==> src/rbd_pkg.sv <==
// ---------------------------------------------------------------------------
// rbd_pkg: shared definitions for the RGBA5551 box downsampler
// Frame geometry, field widths, register indexes, the queued item format and
// the small constant divider used to locate a pixel inside its block.
// ---------------------------------------------------------------------------
package rbd_pkg;

   localparam int FRAME_W     = 320;
   localparam int FRAME_H     = 240;
   localparam int MAX_IMAGE_W = 64;
   localparam int MAX_SAMPLE  = 8;
   localparam int IMAGE_H_CAP = 64;

   localparam int COL_W   = $clog2(FRAME_W);
   localparam int ROW_W   = $clog2(FRAME_H + 1);
   localparam int IMG_W   = 7;
   localparam int SMP_W   = 4;
   localparam int XOFF_W  = 9;
   localparam int YOFF_W  = 8;
   localparam int IX_W    = $clog2(MAX_IMAGE_W);
   localparam int IY_W    = $clog2(IMAGE_H_CAP);
   localparam int SUB_W   = $clog2(MAX_SAMPLE);
   localparam int REL_W   = 9;
   localparam int SPAN_W  = IMG_W + SMP_W;
   localparam int NUM_W   = $clog2(MAX_SAMPLE * MAX_SAMPLE + 1);
   localparam int PIX_W   = 16;
   localparam int CH_W    = 5;
   localparam int SUM_W   = 11;
   localparam int ACC_W   = 3 * SUM_W;
   localparam int INDEX_W = 12;
   localparam int DVD_W   = 12;
   localparam int DVS_W   = NUM_W + 1;
   localparam int QUO_W   = CH_W;
   localparam int STEP_W  = $clog2(QUO_W);

   localparam int QUEUE_DEPTH = 8;
   localparam int QPTR_W      = $clog2(QUEUE_DEPTH);
   localparam int QCNT_W      = $clog2(QUEUE_DEPTH + 1);

   localparam int CSR_INDEX_W = 3;
   localparam int CSR_DATA_W  = 9;

   localparam logic [CSR_INDEX_W-1:0] CSR_IMAGE_W   = 3'd0;
   localparam logic [CSR_INDEX_W-1:0] CSR_IMAGE_H   = 3'd1;
   localparam logic [CSR_INDEX_W-1:0] CSR_SAMPLE_W  = 3'd2;
   localparam logic [CSR_INDEX_W-1:0] CSR_SAMPLE_H  = 3'd3;
   localparam logic [CSR_INDEX_W-1:0] CSR_X_OFFSET  = 3'd4;
   localparam logic [CSR_INDEX_W-1:0] CSR_Y_OFFSET  = 3'd5;
   localparam logic [CSR_INDEX_W-1:0] CSR_BYTE_SWAP = 3'd6;

   localparam int RECIP_SHIFT = 12;
   localparam int RECIP_W     = 11;
   localparam int PROD_W      = REL_W + RECIP_W;

   typedef logic [RECIP_W-1:0] recip_array_type [0:MAX_SAMPLE];

   // ceil(2^12 / d) for d of 3, 5, 6 and 7; exact quotients for every dividend below 512.
   localparam recip_array_type RECIP = '{
      11'd0, 11'd0, 11'd0, 11'd1366, 11'd0, 11'd820, 11'd683, 11'd586, 11'd0
   };

   typedef struct packed {
      logic [IX_W-1:0]    ix;
      logic               first;
      logic               complete;
      logic [CH_W-1:0]    red;
      logic [CH_W-1:0]    green;
      logic [CH_W-1:0]    blue;
      logic [NUM_W-1:0]   count;
      logic [INDEX_W-1:0] out_index;
      logic               last;
      logic               byte_swap;
   } rbd_item_type;

   function automatic logic [REL_W-1:0] div_small(input logic [REL_W-1:0] x,
                                                  input logic [SMP_W-1:0] d);
      logic [PROD_W-1:0] prod;
      logic [REL_W-1:0]  q;
      prod = PROD_W'(x) * PROD_W'(RECIP[d]);
      case (d)
         4'd2:    q = x >> 1;
         4'd4:    q = x >> 2;
         4'd8:    q = x >> 3;
         4'd3, 4'd5, 4'd6, 4'd7: q = REL_W'(prod >> RECIP_SHIFT);
         default: q = x;
      endcase
      return q;
   endfunction

endpackage

==> src/rbd_queue.sv <==
// ---------------------------------------------------------------------------
// rbd_queue: item queue between the front and the back
// A small first-in first-out buffer of classified pixels with an occupancy
// count so that the front can reserve room for items still in its pipeline.
// ---------------------------------------------------------------------------
module rbd_queue (
   input  logic                  clock,
   input  logic                  reset,
   input  logic                  wr_en,
   input  rbd_pkg::rbd_item_type wr_item,
   input  logic                  rd_en,
   output rbd_pkg::rbd_item_type rd_item,
   output logic                  empty,
   output logic [rbd_pkg::QCNT_W-1:0] count
);
   import rbd_pkg::*;

   rbd_item_type      slot_ff [QUEUE_DEPTH];
   logic [QPTR_W-1:0] wr_ptr_ff;
   logic [QPTR_W-1:0] rd_ptr_ff;
   logic [QCNT_W-1:0] count_ff;
   logic [QCNT_W-1:0] count_in;

   always_comb begin
      count_in = count_ff;
      if (wr_en && !rd_en) begin
         count_in = count_ff + QCNT_W'(1);
      end else if (!wr_en && rd_en) begin
         count_in = count_ff - QCNT_W'(1);
      end
   end

   always_ff @(posedge clock) begin
      if (reset) begin
         wr_ptr_ff <= '0;
         rd_ptr_ff <= '0;
         count_ff  <= '0;
      end else begin
         if (wr_en) begin
            wr_ptr_ff <= wr_ptr_ff + QPTR_W'(1);
         end
         if (rd_en) begin
            rd_ptr_ff <= rd_ptr_ff + QPTR_W'(1);
         end
         count_ff <= count_in;
      end
   end

   always_ff @(posedge clock) begin
      if (wr_en) begin
         slot_ff[wr_ptr_ff] <= wr_item;
      end
   end

   assign rd_item = slot_ff[rd_ptr_ff];
   assign empty   = (count_ff == '0);
   assign count   = count_ff;

endmodule

==> src/rbd_front.sv <==
// ---------------------------------------------------------------------------
// rbd_front: pixel intake, window test and block classification
// Holds the registers and the frame position, drops pixels outside the
// window, and finds each pixel's block and place in it over two stages.
// ---------------------------------------------------------------------------
module rbd_front (
   input  logic                             clock,
   input  logic                             reset,
   input  logic                             req_push,
   output logic                             req_full,
   input  logic [rbd_pkg::PIX_W-1:0]        req_pixel_in,
   input  logic                             req_frame_start,
   input  logic                             csr_we,
   input  logic [rbd_pkg::CSR_INDEX_W-1:0]  csr_index,
   input  logic [rbd_pkg::CSR_DATA_W-1:0]   csr_wdata,
   input  logic [rbd_pkg::QCNT_W-1:0]       queue_count,
   output logic                             queue_push,
   output rbd_pkg::rbd_item_type            queue_item
);
   import rbd_pkg::*;

   logic [IMG_W-1:0]  image_w_ff;
   logic [IMG_W-1:0]  image_h_ff;
   logic [SMP_W-1:0]  sample_w_ff;
   logic [SMP_W-1:0]  sample_h_ff;
   logic [XOFF_W-1:0] x_offset_ff;
   logic [YOFF_W-1:0] y_offset_ff;
   logic              byte_swap_ff;

   logic [COL_W-1:0]  src_col_ff;
   logic [COL_W-1:0]  src_col_in;
   logic [ROW_W-1:0]  src_row_ff;
   logic [ROW_W-1:0]  src_row_in;

   logic [COL_W-1:0]  pos_col;
   logic [ROW_W-1:0]  pos_row;
   logic              in_frame;
   logic              accept;
   logic [IMG_W-1:0]  iw;
   logic [IMG_W-1:0]  ih;
   logic [SMP_W-1:0]  sw;
   logic [SMP_W-1:0]  sh;
   logic [COL_W-1:0]  rel_col;
   logic [ROW_W-1:0]  rel_row;
   logic [SPAN_W-1:0] span_w;
   logic [SPAN_W-1:0] span_h;
   logic              in_window;

   logic              a_valid_ff;
   logic              a_valid_in;
   logic [REL_W-1:0]  a_rel_col_ff;
   logic [REL_W-1:0]  a_rel_row_ff;
   logic [IMG_W-1:0]  a_iw_ff;
   logic [IMG_W-1:0]  a_ih_ff;
   logic [SMP_W-1:0]  a_sw_ff;
   logic [SMP_W-1:0]  a_sh_ff;
   logic [PIX_W-1:0]  a_pixel_ff;
   logic              a_swap_ff;

   logic              b_valid_ff;
   logic [REL_W-1:0]  b_rel_col_ff;
   logic [REL_W-1:0]  b_rel_row_ff;
   logic [IX_W-1:0]   b_qx_ff;
   logic [IY_W-1:0]   b_qy_ff;
   logic [IMG_W-1:0]  b_iw_ff;
   logic [IMG_W-1:0]  b_ih_ff;
   logic [SMP_W-1:0]  b_sw_ff;
   logic [SMP_W-1:0]  b_sh_ff;
   logic [NUM_W-1:0]  b_count_ff;
   logic [PIX_W-1:0]  b_pixel_ff;
   logic              b_swap_ff;

   logic [SUB_W-1:0]  sx;
   logic [SUB_W-1:0]  sy;

   always_ff @(posedge clock) begin
      if (reset) begin
         image_w_ff   <= IMG_W'(40);
         image_h_ff   <= IMG_W'(40);
         sample_w_ff  <= SMP_W'(2);
         sample_h_ff  <= SMP_W'(2);
         x_offset_ff  <= XOFF_W'(120);
         y_offset_ff  <= YOFF_W'(80);
         byte_swap_ff <= 1'b1;
      end else if (csr_we) begin
         case (csr_index)
            CSR_IMAGE_W:   image_w_ff   <= csr_wdata[IMG_W-1:0];
            CSR_IMAGE_H:   image_h_ff   <= csr_wdata[IMG_W-1:0];
            CSR_SAMPLE_W:  sample_w_ff  <= csr_wdata[SMP_W-1:0];
            CSR_SAMPLE_H:  sample_h_ff  <= csr_wdata[SMP_W-1:0];
            CSR_X_OFFSET:  x_offset_ff  <= csr_wdata[XOFF_W-1:0];
            CSR_Y_OFFSET:  y_offset_ff  <= csr_wdata[YOFF_W-1:0];
            CSR_BYTE_SWAP: byte_swap_ff <= csr_wdata[0];
            default: ;
         endcase
      end
   end

   // Room is reserved for the two items that may still be in the stages.
   assign req_full = (QCNT_W'(queue_count) + QCNT_W'(a_valid_ff) + QCNT_W'(b_valid_ff))
                     >= QCNT_W'(QUEUE_DEPTH);
   assign accept   = req_push && !req_full;

   always_comb begin
      pos_col  = req_frame_start ? '0 : src_col_ff;
      pos_row  = req_frame_start ? '0 : src_row_ff;
      in_frame = (pos_row < ROW_W'(FRAME_H));

      src_col_in = src_col_ff;
      src_row_in = src_row_ff;
      if (accept) begin
         if (!in_frame) begin
            src_col_in = pos_col;
            src_row_in = pos_row;
         end else if (pos_col == COL_W'(FRAME_W - 1)) begin
            src_col_in = '0;
            src_row_in = pos_row + ROW_W'(1);
         end else begin
            src_col_in = pos_col + COL_W'(1);
            src_row_in = pos_row;
         end
      end

      iw = (image_w_ff == '0) ? IMG_W'(1) :
           (image_w_ff > IMG_W'(MAX_IMAGE_W)) ? IMG_W'(MAX_IMAGE_W) : image_w_ff;
      ih = (image_h_ff == '0) ? IMG_W'(1) :
           (image_h_ff > IMG_W'(IMAGE_H_CAP)) ? IMG_W'(IMAGE_H_CAP) : image_h_ff;
      sw = (sample_w_ff == '0) ? SMP_W'(1) :
           (sample_w_ff > SMP_W'(MAX_SAMPLE)) ? SMP_W'(MAX_SAMPLE) : sample_w_ff;
      sh = (sample_h_ff == '0) ? SMP_W'(1) :
           (sample_h_ff > SMP_W'(MAX_SAMPLE)) ? SMP_W'(MAX_SAMPLE) : sample_h_ff;

      rel_col   = pos_col - COL_W'(x_offset_ff);
      rel_row   = pos_row - ROW_W'(y_offset_ff);
      span_w    = SPAN_W'(iw) * SPAN_W'(sw);
      span_h    = SPAN_W'(ih) * SPAN_W'(sh);
      in_window = (COL_W'(x_offset_ff) <= pos_col) && (ROW_W'(y_offset_ff) <= pos_row)
                  && (SPAN_W'(rel_col) < span_w) && (SPAN_W'(rel_row) < span_h);

      a_valid_in = accept && in_frame && in_window;
   end

   always_ff @(posedge clock) begin
      if (reset) begin
         src_col_ff <= '0;
         src_row_ff <= '0;
         a_valid_ff <= 1'b0;
         b_valid_ff <= 1'b0;
      end else begin
         src_col_ff <= src_col_in;
         src_row_ff <= src_row_in;
         a_valid_ff <= a_valid_in;
         b_valid_ff <= a_valid_ff;
      end
   end

   always_ff @(posedge clock) begin
      a_rel_col_ff <= REL_W'(rel_col);
      a_rel_row_ff <= REL_W'(rel_row);
      a_iw_ff      <= iw;
      a_ih_ff      <= ih;
      a_sw_ff      <= sw;
      a_sh_ff      <= sh;
      a_pixel_ff   <= req_pixel_in;
      a_swap_ff    <= byte_swap_ff;

      b_rel_col_ff <= a_rel_col_ff;
      b_rel_row_ff <= a_rel_row_ff;
      b_qx_ff      <= IX_W'(div_small(a_rel_col_ff, a_sw_ff));
      b_qy_ff      <= IY_W'(div_small(a_rel_row_ff, a_sh_ff));
      b_iw_ff      <= a_iw_ff;
      b_ih_ff      <= a_ih_ff;
      b_sw_ff      <= a_sw_ff;
      b_sh_ff      <= a_sh_ff;
      b_count_ff   <= NUM_W'(NUM_W'(a_sw_ff) * NUM_W'(a_sh_ff));
      b_pixel_ff   <= a_pixel_ff;
      b_swap_ff    <= a_swap_ff;
   end

   always_comb begin
      sx = SUB_W'(b_rel_col_ff - REL_W'(REL_W'(b_qx_ff) * REL_W'(b_sw_ff)));
      sy = SUB_W'(b_rel_row_ff - REL_W'(REL_W'(b_qy_ff) * REL_W'(b_sh_ff)));

      queue_item.ix        = b_qx_ff;
      queue_item.first     = (sx == '0) && (sy == '0);
      queue_item.complete  = (SMP_W'(sx) == b_sw_ff - SMP_W'(1))
                             && (SMP_W'(sy) == b_sh_ff - SMP_W'(1));
      queue_item.red       = b_pixel_ff[15:11];
      queue_item.green     = b_pixel_ff[10:6];
      queue_item.blue      = b_pixel_ff[5:1];
      queue_item.count     = b_count_ff;
      queue_item.out_index = INDEX_W'(INDEX_W'(b_qy_ff) * INDEX_W'(b_iw_ff))
                             + INDEX_W'(b_qx_ff);
      queue_item.last      = (IMG_W'(b_qx_ff) == b_iw_ff - IMG_W'(1))
                             && (IMG_W'(b_qy_ff) == b_ih_ff - IMG_W'(1));
      queue_item.byte_swap = b_swap_ff;
   end

   assign queue_push = b_valid_ff;

endmodule

==> src/rbd_back.sv <==
// ---------------------------------------------------------------------------
// rbd_back: accumulation, rounded mean and result register
// Adds each queued pixel into its column's sum line and, on the pixel that
// closes a block, divides the three sums bit by bit and packs the result.
// ---------------------------------------------------------------------------
module rbd_back (
   input  logic                          clock,
   input  logic                          reset,
   input  rbd_pkg::rbd_item_type         queue_item,
   input  logic                          queue_empty,
   output logic                          queue_pop,
   output logic                          rsp_empty,
   input  logic                          rsp_pop,
   output logic [rbd_pkg::PIX_W-1:0]     rsp_pixel_out,
   output logic [rbd_pkg::INDEX_W-1:0]   rsp_out_index,
   output logic                          rsp_last
);
   import rbd_pkg::*;

   typedef enum logic [1:0] {
      ST_IDLE,
      ST_ACC,
      ST_DIV,
      ST_OUT
   } back_state_type;

   back_state_type     state_ff;
   rbd_item_type       item_ff;
   logic [ACC_W-1:0]   sums_mem [MAX_IMAGE_W];
   logic [ACC_W-1:0]   rdata_ff;
   logic [DVD_W-1:0]   rem_ff [3];
   logic [DVD_W-1:0]   rem_in [3];
   logic [QUO_W-1:0]   quo_ff [3];
   logic [QUO_W-1:0]   quo_in [3];
   logic [DVS_W-1:0]   divisor_ff;
   logic [STEP_W-1:0]  step_ff;
   logic               out_valid_ff;
   logic               out_valid_in;
   logic [PIX_W-1:0]   out_pixel_ff;
   logic [INDEX_W-1:0] out_index_ff;
   logic               out_last_ff;

   logic [ACC_W-1:0]   acc;
   logic [SUM_W-1:0]   sum [3];
   logic [CH_W-1:0]    chan [3];
   logic [DVD_W-1:0]   trial;
   logic               mem_we;
   logic [PIX_W-1:0]   color;

   always_comb begin
      acc     = item_ff.first ? '0 : rdata_ff;
      chan[0] = item_ff.red;
      chan[1] = item_ff.green;
      chan[2] = item_ff.blue;
      for (int c = 0; c < 3; c++) begin
         sum[c] = SUM_W'(chan[c]) + acc[(2 - c) * SUM_W +: SUM_W];
      end

      trial = DVD_W'(divisor_ff) << step_ff;
      for (int c = 0; c < 3; c++) begin
         rem_in[c] = rem_ff[c];
         quo_in[c] = quo_ff[c];
         if (rem_ff[c] >= trial) begin
            rem_in[c]          = rem_ff[c] - trial;
            quo_in[c][step_ff] = 1'b1;
         end
      end

      color = {quo_ff[0], quo_ff[1], quo_ff[2], 1'b1};
      if (item_ff.byte_swap) begin
         color = {color[7:0], color[15:8]};
      end

      out_valid_in = out_valid_ff;
      if (rsp_pop && out_valid_ff) begin
         out_valid_in = 1'b0;
      end
      if ((state_ff == ST_OUT) && (!out_valid_ff || rsp_pop)) begin
         out_valid_in = 1'b1;
      end

      queue_pop = (state_ff == ST_IDLE) && !queue_empty;
      mem_we    = (state_ff == ST_ACC);
   end

   always_ff @(posedge clock) begin
      if (mem_we) begin
         sums_mem[item_ff.ix] <= {sum[0], sum[1], sum[2]};
      end
      rdata_ff <= sums_mem[queue_item.ix];
   end

   always_ff @(posedge clock) begin
      if (reset) begin
         state_ff     <= ST_IDLE;
         out_valid_ff <= 1'b0;
      end else begin
         out_valid_ff <= out_valid_in;
         case (state_ff)
            ST_IDLE: begin
               if (!queue_empty) begin
                  item_ff  <= queue_item;
                  state_ff <= ST_ACC;
               end
            end
            ST_ACC: begin
               for (int c = 0; c < 3; c++) begin
                  rem_ff[c] <= DVD_W'({sum[c], 1'b0}) + DVD_W'(item_ff.count);
                  quo_ff[c] <= '0;
               end
               divisor_ff <= {item_ff.count, 1'b0};
               step_ff    <= STEP_W'(QUO_W - 1);
               state_ff   <= item_ff.complete ? ST_DIV : ST_IDLE;
            end
            ST_DIV: begin
               for (int c = 0; c < 3; c++) begin
                  rem_ff[c] <= rem_in[c];
                  quo_ff[c] <= quo_in[c];
               end
               step_ff <= step_ff - STEP_W'(1);
               if (step_ff == '0) begin
                  state_ff <= ST_OUT;
               end
            end
            ST_OUT: begin
               if (!out_valid_ff || rsp_pop) begin
                  out_pixel_ff <= color;
                  out_index_ff <= item_ff.out_index;
                  out_last_ff  <= item_ff.last;
                  state_ff     <= ST_IDLE;
               end
            end
            default: state_ff <= ST_IDLE;
         endcase
      end
   end

   assign rsp_empty     = !out_valid_ff;
   assign rsp_pixel_out = out_pixel_ff;
   assign rsp_out_index = out_index_ff;
   assign rsp_last      = out_last_ff;

endmodule

==> src/rgb5551_box_downsampler.sv <==
// ---------------------------------------------------------------------------
// rgb5551_box_downsampler: box-filter downsampler for RGBA5551 pixels
// Averages each sample_w by sample_h block of a window of the frame into one
// RGBA5551 output pixel with its row-major output index.
// ---------------------------------------------------------------------------
// Source pixels are pushed in raster order on the req_ channel; an item is
// taken when req_push is high and req_full is low. Pixels before the window,
// outside it or past the end of the frame are taken at one per cycle while
// req_full is low and produce nothing. Pixels inside the window pass a
// two-stage front and a queue of eight items, then the back's idle and
// accumulate states, where the sum line is read, added to and written. The
// pixel closing a block then passes the divide and output states: the three
// rounded means are found by three bit-per-cycle dividers that share one
// divisor, in five steps. A result waits in an output register until rsp_pop
// is high while rsp_empty is low; the front keeps taking pixels until the
// queue and its stages fill, then raises req_full. Registers are written
// through csr_; the user must do so only while the block is idle, as the
// block does not enforce it. Reset restores the register defaults and frame
// position, empties the queue and the output; the sum line needs no clearing.
// ---------------------------------------------------------------------------
module rgb5551_box_downsampler (
   input  logic                             clock,
   input  logic                             reset,
   input  logic                             req_push,
   output logic                             req_full,
   input  logic [rbd_pkg::PIX_W-1:0]        req_pixel_in,
   input  logic                             req_frame_start,
   output logic                             rsp_empty,
   input  logic                             rsp_pop,
   output logic [rbd_pkg::PIX_W-1:0]        rsp_pixel_out,
   output logic [rbd_pkg::INDEX_W-1:0]      rsp_out_index,
   output logic                             rsp_last,
   input  logic                             csr_we,
   input  logic [rbd_pkg::CSR_INDEX_W-1:0]  csr_index,
   input  logic [rbd_pkg::CSR_DATA_W-1:0]   csr_wdata
);
   import rbd_pkg::*;

   logic              queue_push;
   rbd_item_type      front_item;
   rbd_item_type      head_item;
   logic              queue_pop;
   logic              queue_empty;
   logic [QCNT_W-1:0] queue_count;

   rbd_front u_front (
      .clock           (clock),
      .reset           (reset),
      .req_push        (req_push),
      .req_full        (req_full),
      .req_pixel_in    (req_pixel_in),
      .req_frame_start (req_frame_start),
      .csr_we          (csr_we),
      .csr_index       (csr_index),
      .csr_wdata       (csr_wdata),
      .queue_count     (queue_count),
      .queue_push      (queue_push),
      .queue_item      (front_item)
   );

   rbd_queue u_queue (
      .clock   (clock),
      .reset   (reset),
      .wr_en   (queue_push),
      .wr_item (front_item),
      .rd_en   (queue_pop),
      .rd_item (head_item),
      .empty   (queue_empty),
      .count   (queue_count)
   );

   rbd_back u_back (
      .clock         (clock),
      .reset         (reset),
      .queue_item    (head_item),
      .queue_empty   (queue_empty),
      .queue_pop     (queue_pop),
      .rsp_empty     (rsp_empty),
      .rsp_pop       (rsp_pop),
      .rsp_pixel_out (rsp_pixel_out),
      .rsp_out_index (rsp_out_index),
      .rsp_last      (rsp_last)
   );

endmodule
==> config.mk <==
export PLATFORM = sky130hd
export DESIGN_NAME = rgb5551_box_downsampler
export DESIGN_NICKNAME = d
export VERILOG_FILES = /design/src/rbd_pkg.sv /design/src/rbd_queue.sv /design/src/rbd_front.sv /design/src/rbd_back.sv /design/src/rgb5551_box_downsampler.sv
export SDC_FILE = /design/constraint.sdc
export NUM_CORES = 2
export LEC_CHECK = 0
export CORE_MARGIN = 2
export CORE_UTILIZATION = 64
export CTS_CLUSTER_SIZE = 30
export DETAILED_ROUTE_END_ITERATION = 8
export DONT_BUFFER_PORTS = 1
export PLACE_DENSITY = 0.78
export SYNTH_ARGS = -nofsm -noshare
export SYNTH_HDL_FRONTEND = slang
export SYNTH_HIERARCHICAL = 1
export SYNTH_SLANG_ARGS = --single-unit
==> constraint.sdc <==
create_clock -name clock -period 7.89 [get_ports clock]
set_input_delay 1.1835 -clock clock [delete_from_list [all_inputs] [get_ports clock]]
set_output_delay 1.1835 -clock clock [all_outputs]
set_load 0.01 [all_outputs]
==> qor.log <==
qor: synth.yosysSeqAreaShare 68.9%
qor: clock_network.post_cts_resize_count 0
qor: power_and_ir_drop.powerDensity 363 nW/um^2
qor: synth.area_fraction_of_the_dominant_cell_type_after_synthesis 65.2%
qor: clock_network.post_cts_hold_buffer_count 0
qor: detailed_routing.drt_iter0_markers 9022
qor: setup_path.worst-endpoint-required 8.69 ns
qor: clock_network.cts.clk_slew.worst_paths 0.07 ns
qor: synth.yosys-top-cells-area sky130_fd_sc_hd__edfxtp_1 65%, sky130_fd_sc_hd__mux4_2 14%, sky130_fd_sc_hd__dfxtp_1 3.8%, sky130_fd_sc_hd__fa_1 2.9%, sky130_fd_sc_hd__ha_1 2.8%
qor: clock_network.insertion_delay 0.93 ns
qor: synth.syn-num-nets 6819
qor: grt.maximum_number_of_pins_on_one_net_before_global_route_repair 104
qor: timing.setup_violations 0
qor: floorplanning.placeableCoreArea 186000 um^2
qor: setup_path.worstPathArrival 7.27 ns
qor: setup_path.slowest_delay 0.71 ns
qor: power_and_ir_drop.p_leak 0.0451 uW
qor: synth.edff_count_synth 2598
qor: timing.slew_at_the_pin_closest_to_its_max_slew_limit 1.36 ns
qor: floorplanning.io-pin-count 65
qor: floorplanning.die-area 191000 um^2
qor: synth.yosys.area.top_type sky130_fd_sc_hd__edfxtp_1
qor: setup_path.critPathKind register to register
qor: setup_path.cp_cell_sequence ha_1, nor2b_1, nor2b_1, and2_1, nor2_1, fa_1, inv_1, fa_1, fa_1, inv_1, fa_1, inv_1, ha_1, nand3_1, a21oi_1, a211oi_1, a311oi_2, a41o_2, o21a_1, o31ai_2
qor: floorplanning.fp.dieH 437 um
qor: power_and_ir_drop.vdd_ir_drop_max 0.459 mV
qor: detailed_routing.route.detailed.wl_per_inst 32.5 um
qor: detailed_routing.drc_errors 0
qor: setup_path.crit_path_start_kind register
qor: clock_network.max_buffers_root_to_sink 4
qor: synth.synthMostInstantiatedCell sky130_fd_sc_hd__edfxtp_1
qor: clock_network.clock-sinks 2824
qor: grt.vias_in_the_first_global_route 64.2k
qor: timing.fin_setup_tns 0 ns
qor: placement.dp.final_hpwl 157 mm
qor: setup_path.end_kind register
qor: synth.ys_async_sr_fraction 0%
qor: clock_network.clock_tree.htree_level_count 5
qor: clock_network.tritoncts yes
qor: synth.netlist_area 120000 um^2
qor: cells_and_area.final_layout_size_suffix_gt1_share 22.4%
qor: cells_and_area.num-nets-final 6968
qor: clock_network.cts_root_buffer sky130_fd_sc_hd__clkbuf_16
qor: detailed_routing.antenna_violating_nets_post_route 0
qor: grt.global_route.overflow_total 0
qor: detailed_routing.post_drt_via_cell_ratio 6.87
qor: clock_network.numCtsBuffers 293
qor: grt.grt_usage 31.5%
qor: hold_path.timing.hold.worst.class input pin to register
qor: placement.place_ws 1.46 ns
qor: floorplanning.floorplan.initialDensity 64.5%
qor: synth.syn-instance-count 6344
qor: cells_and_area.fin_util 71.5%
qor: flow_run.max_cap_viol_count 0
qor: synth.synthTopCellsByCount 2598 x sky130_fd_sc_hd__edfxtp_1, 758 x sky130_fd_sc_hd__mux4_2, 311 x sky130_fd_sc_hd__inv_1
qor: setup_path.slowest_stage sky130_fd_sc_hd__dfxtp_1
qor: clock_network.post_cts.repair.setup_buffers 0
qor: setup_path.critPathMaxFanout 14
qor: cells_and_area.fill_cells 10.5k
qor: synth.yosys_most_used_dff sky130_fd_sc_hd__edfxtp_1
qor: timing.final.setup.worst_slack 1.42 ns
qor: cells_and_area.seq_area 82500 um^2
qor: detailed_routing.drt-pass1-iter-count 6
qor: timing.rsz0062_at_grt no
qor: synth.yosys_warnings 6
qor: timing.finalCritPeriodShare 82.1%
qor: synth.mean_instance_size_in_the_synthesized_netlist 18.9 um^2
qor: detailed_routing.vias 63.1k
qor: floorplanning.placementRows 158
qor: placement.port-buffer-count 0
qor: timing.relative_slew_margins 8.72%
qor: synth.yosys.cell_types.count 94
qor: timing.finClkSkew 0.0545 ns
qor: grt.antenna_found_initial 15
qor: status.outcome complete, no violations
qor: timing.report.final.slew_viol_count 0
qor: timing.number_of_endpoints_with_negative_hold_slack_in_the_final_report 0
qor: cells_and_area.multiInputGateArea 35500 um^2
qor: placement.gp_congestion 0.886
qor: setup_path.cp_common_cell sky130_fd_sc_hd__fa_1
qor: detailed_routing.wirelength 298 mm
qor: grt.grt_first_pass_wirelength 434 mm
qor: cells_and_area.areaGrowthSynthToFinish 10.8%
qor: timing.final_period_minus_worst_setup_slack 6.47 ns
qor: power_and_ir_drop.report.power.total 48100 uW
qor: floorplanning.die_w 437 um
qor: timing.max_clock_freq 154 MHz
qor: synth.synth-seq-cells 2824
-- logic make-up (layout without fill, tap and decap cells) --
logic type,Yosys count,count (layout),synth area share [%]
buffers and inverters,602,956,2.10
DFF,2824,2824,68.9
and+or+nand+nor,949,949,4.04
other,0,2,0
muxes,881,881,15.4
xor gates and xnor gates,170,170,1.25
AOI/OAI and AO/OA,477,477,2.61
adders and majority gates,441,441,5.69
-- cell type report --
cell class / count / share of cell area [%]
repair buffers: 142 / 0.936
flip-flops and latches: 2824 / 62.2
inverters: 314 / 0.888
clock inverters: 126 / 0.847
diodes: 2 / 0.00377
multi-input cells: 2918 / 26.8
well taps: 2480 / 2.34
clock buffers: 374 / 5.99
-- metrics by stage --
| step | hold slack, ns | std cells | area [um^2] |
|---|---|---|---|
| floorplan | 0.310 | 6344 | 120000 |
| global placement | 0.310 | 8677 | 124000 |
| detailed placement | 0.312 | 8677 | 124000 |
| CTS | 0.225 | 9177 | 133000 |
| global route | 0.246 | 9178 | 133000 |
| finish | 0.285 | 9180 | 133000 |
-- final timing paths --
path                              startpoint                             end  slack, ns  cells past startpoint
hold / removal              req_pixel_in[15]  u_front/a_pixel_ff[15]$_DFF_P_       0.29                      0
hold reg to reg   u_front/a_ih_ff[6]$_DFF_P_      u_front/b_ih_ff[6]$_DFF_P_       0.33                      0
setup reg to reg  u_front/a_sh_ff[1]$_DFF_P_      u_front/b_qy_ff[5]$_DFF_P_       1.42                     20
setup / recovery  u_front/a_sh_ff[1]$_DFF_P_      u_front/b_qy_ff[5]$_DFF_P_       1.42                     20
-- state kept, by name (all words and copies together) (netlist names), 8 cells and up, named ones only --
register              count
u_front/src_col_ff        9
u_front/y_offset_ff       8
u_back/quo_ff            15
u_front/a_pixel_ff       15
u_queue/slot_ff         352
u_back/chan              15
u_front/b_pixel_ff       15
u_back/rsp_out_index     12
u_back/sums_mem        2112
u_back/rdata_ff          33
u_back/item_ff           29
u_front/src_row_ff        8
u_front/x_offset_ff       9
u_front/a_rel_row_ff      8
u_back/rsp_pixel_out     16
u_back/rem_ff            36
u_front/a_rel_col_ff      9
-- worst max-delay path: cells and delay by family (launching register included) --
family / cells / cell delay (ns)
DFF: 1 / 0.71
and+or+nand+nor: 5 / 1.57
AOI/OAI and AO/OA: 6 / 1.45
adders and majority gates: 6 / 2.47
buffers and inverters: 3 / 0.19
-- where the power goes --
part / switching (uW) / total [uW] / leakage (uW) / internal (uW)
combinational: 8870 / 14100 / 0.0152 / 5180
clock: 5610 / 13300 / 0.00445 / 7720
sequential: 557 / 20700 / 0.0254 / 20200
-- cells in the final DEF (no fill, tap or decap), types with 55 or more instances in the layout --
cell type	n
sky130_fd_sc_hd__nor2_1	194
sky130_fd_sc_hd__nand2_1	194
sky130_fd_sc_hd__o21ai_0	72
sky130_fd_sc_hd__and2_1	97
sky130_fd_sc_hd__ha_1	265
sky130_fd_sc_hd__clkbuf_1	55
sky130_fd_sc_hd__xor2_1	62
sky130_fd_sc_hd__nor2_4	72
sky130_fd_sc_hd__edfxtp_1	2598
sky130_fd_sc_hd__fa_1	170
sky130_fd_sc_hd__xnor2_1	93
sky130_fd_sc_hd__mux4_2	758
sky130_fd_sc_hd__clkbuf_16	298
sky130_fd_sc_hd__mux2i_1	62
sky130_fd_sc_hd__dfxtp_1	223
sky130_fd_sc_hd__inv_1	311
sky130_fd_sc_hd__nor2b_1	102
sky130_fd_sc_hd__a21oi_1	144
sky130_fd_sc_hd__buf_4	128
-- metal layers --
metal,up-vias,GRT usage (%),wire (um)
met1,32800,43.7,109000
met2,4219,50.3,145000
li1,25300,-,-
met5,-,0,40
met4,6,11.7,12100
met3,781,6.55,32000
No activity file was read; power rests on OpenSTA's default activity.
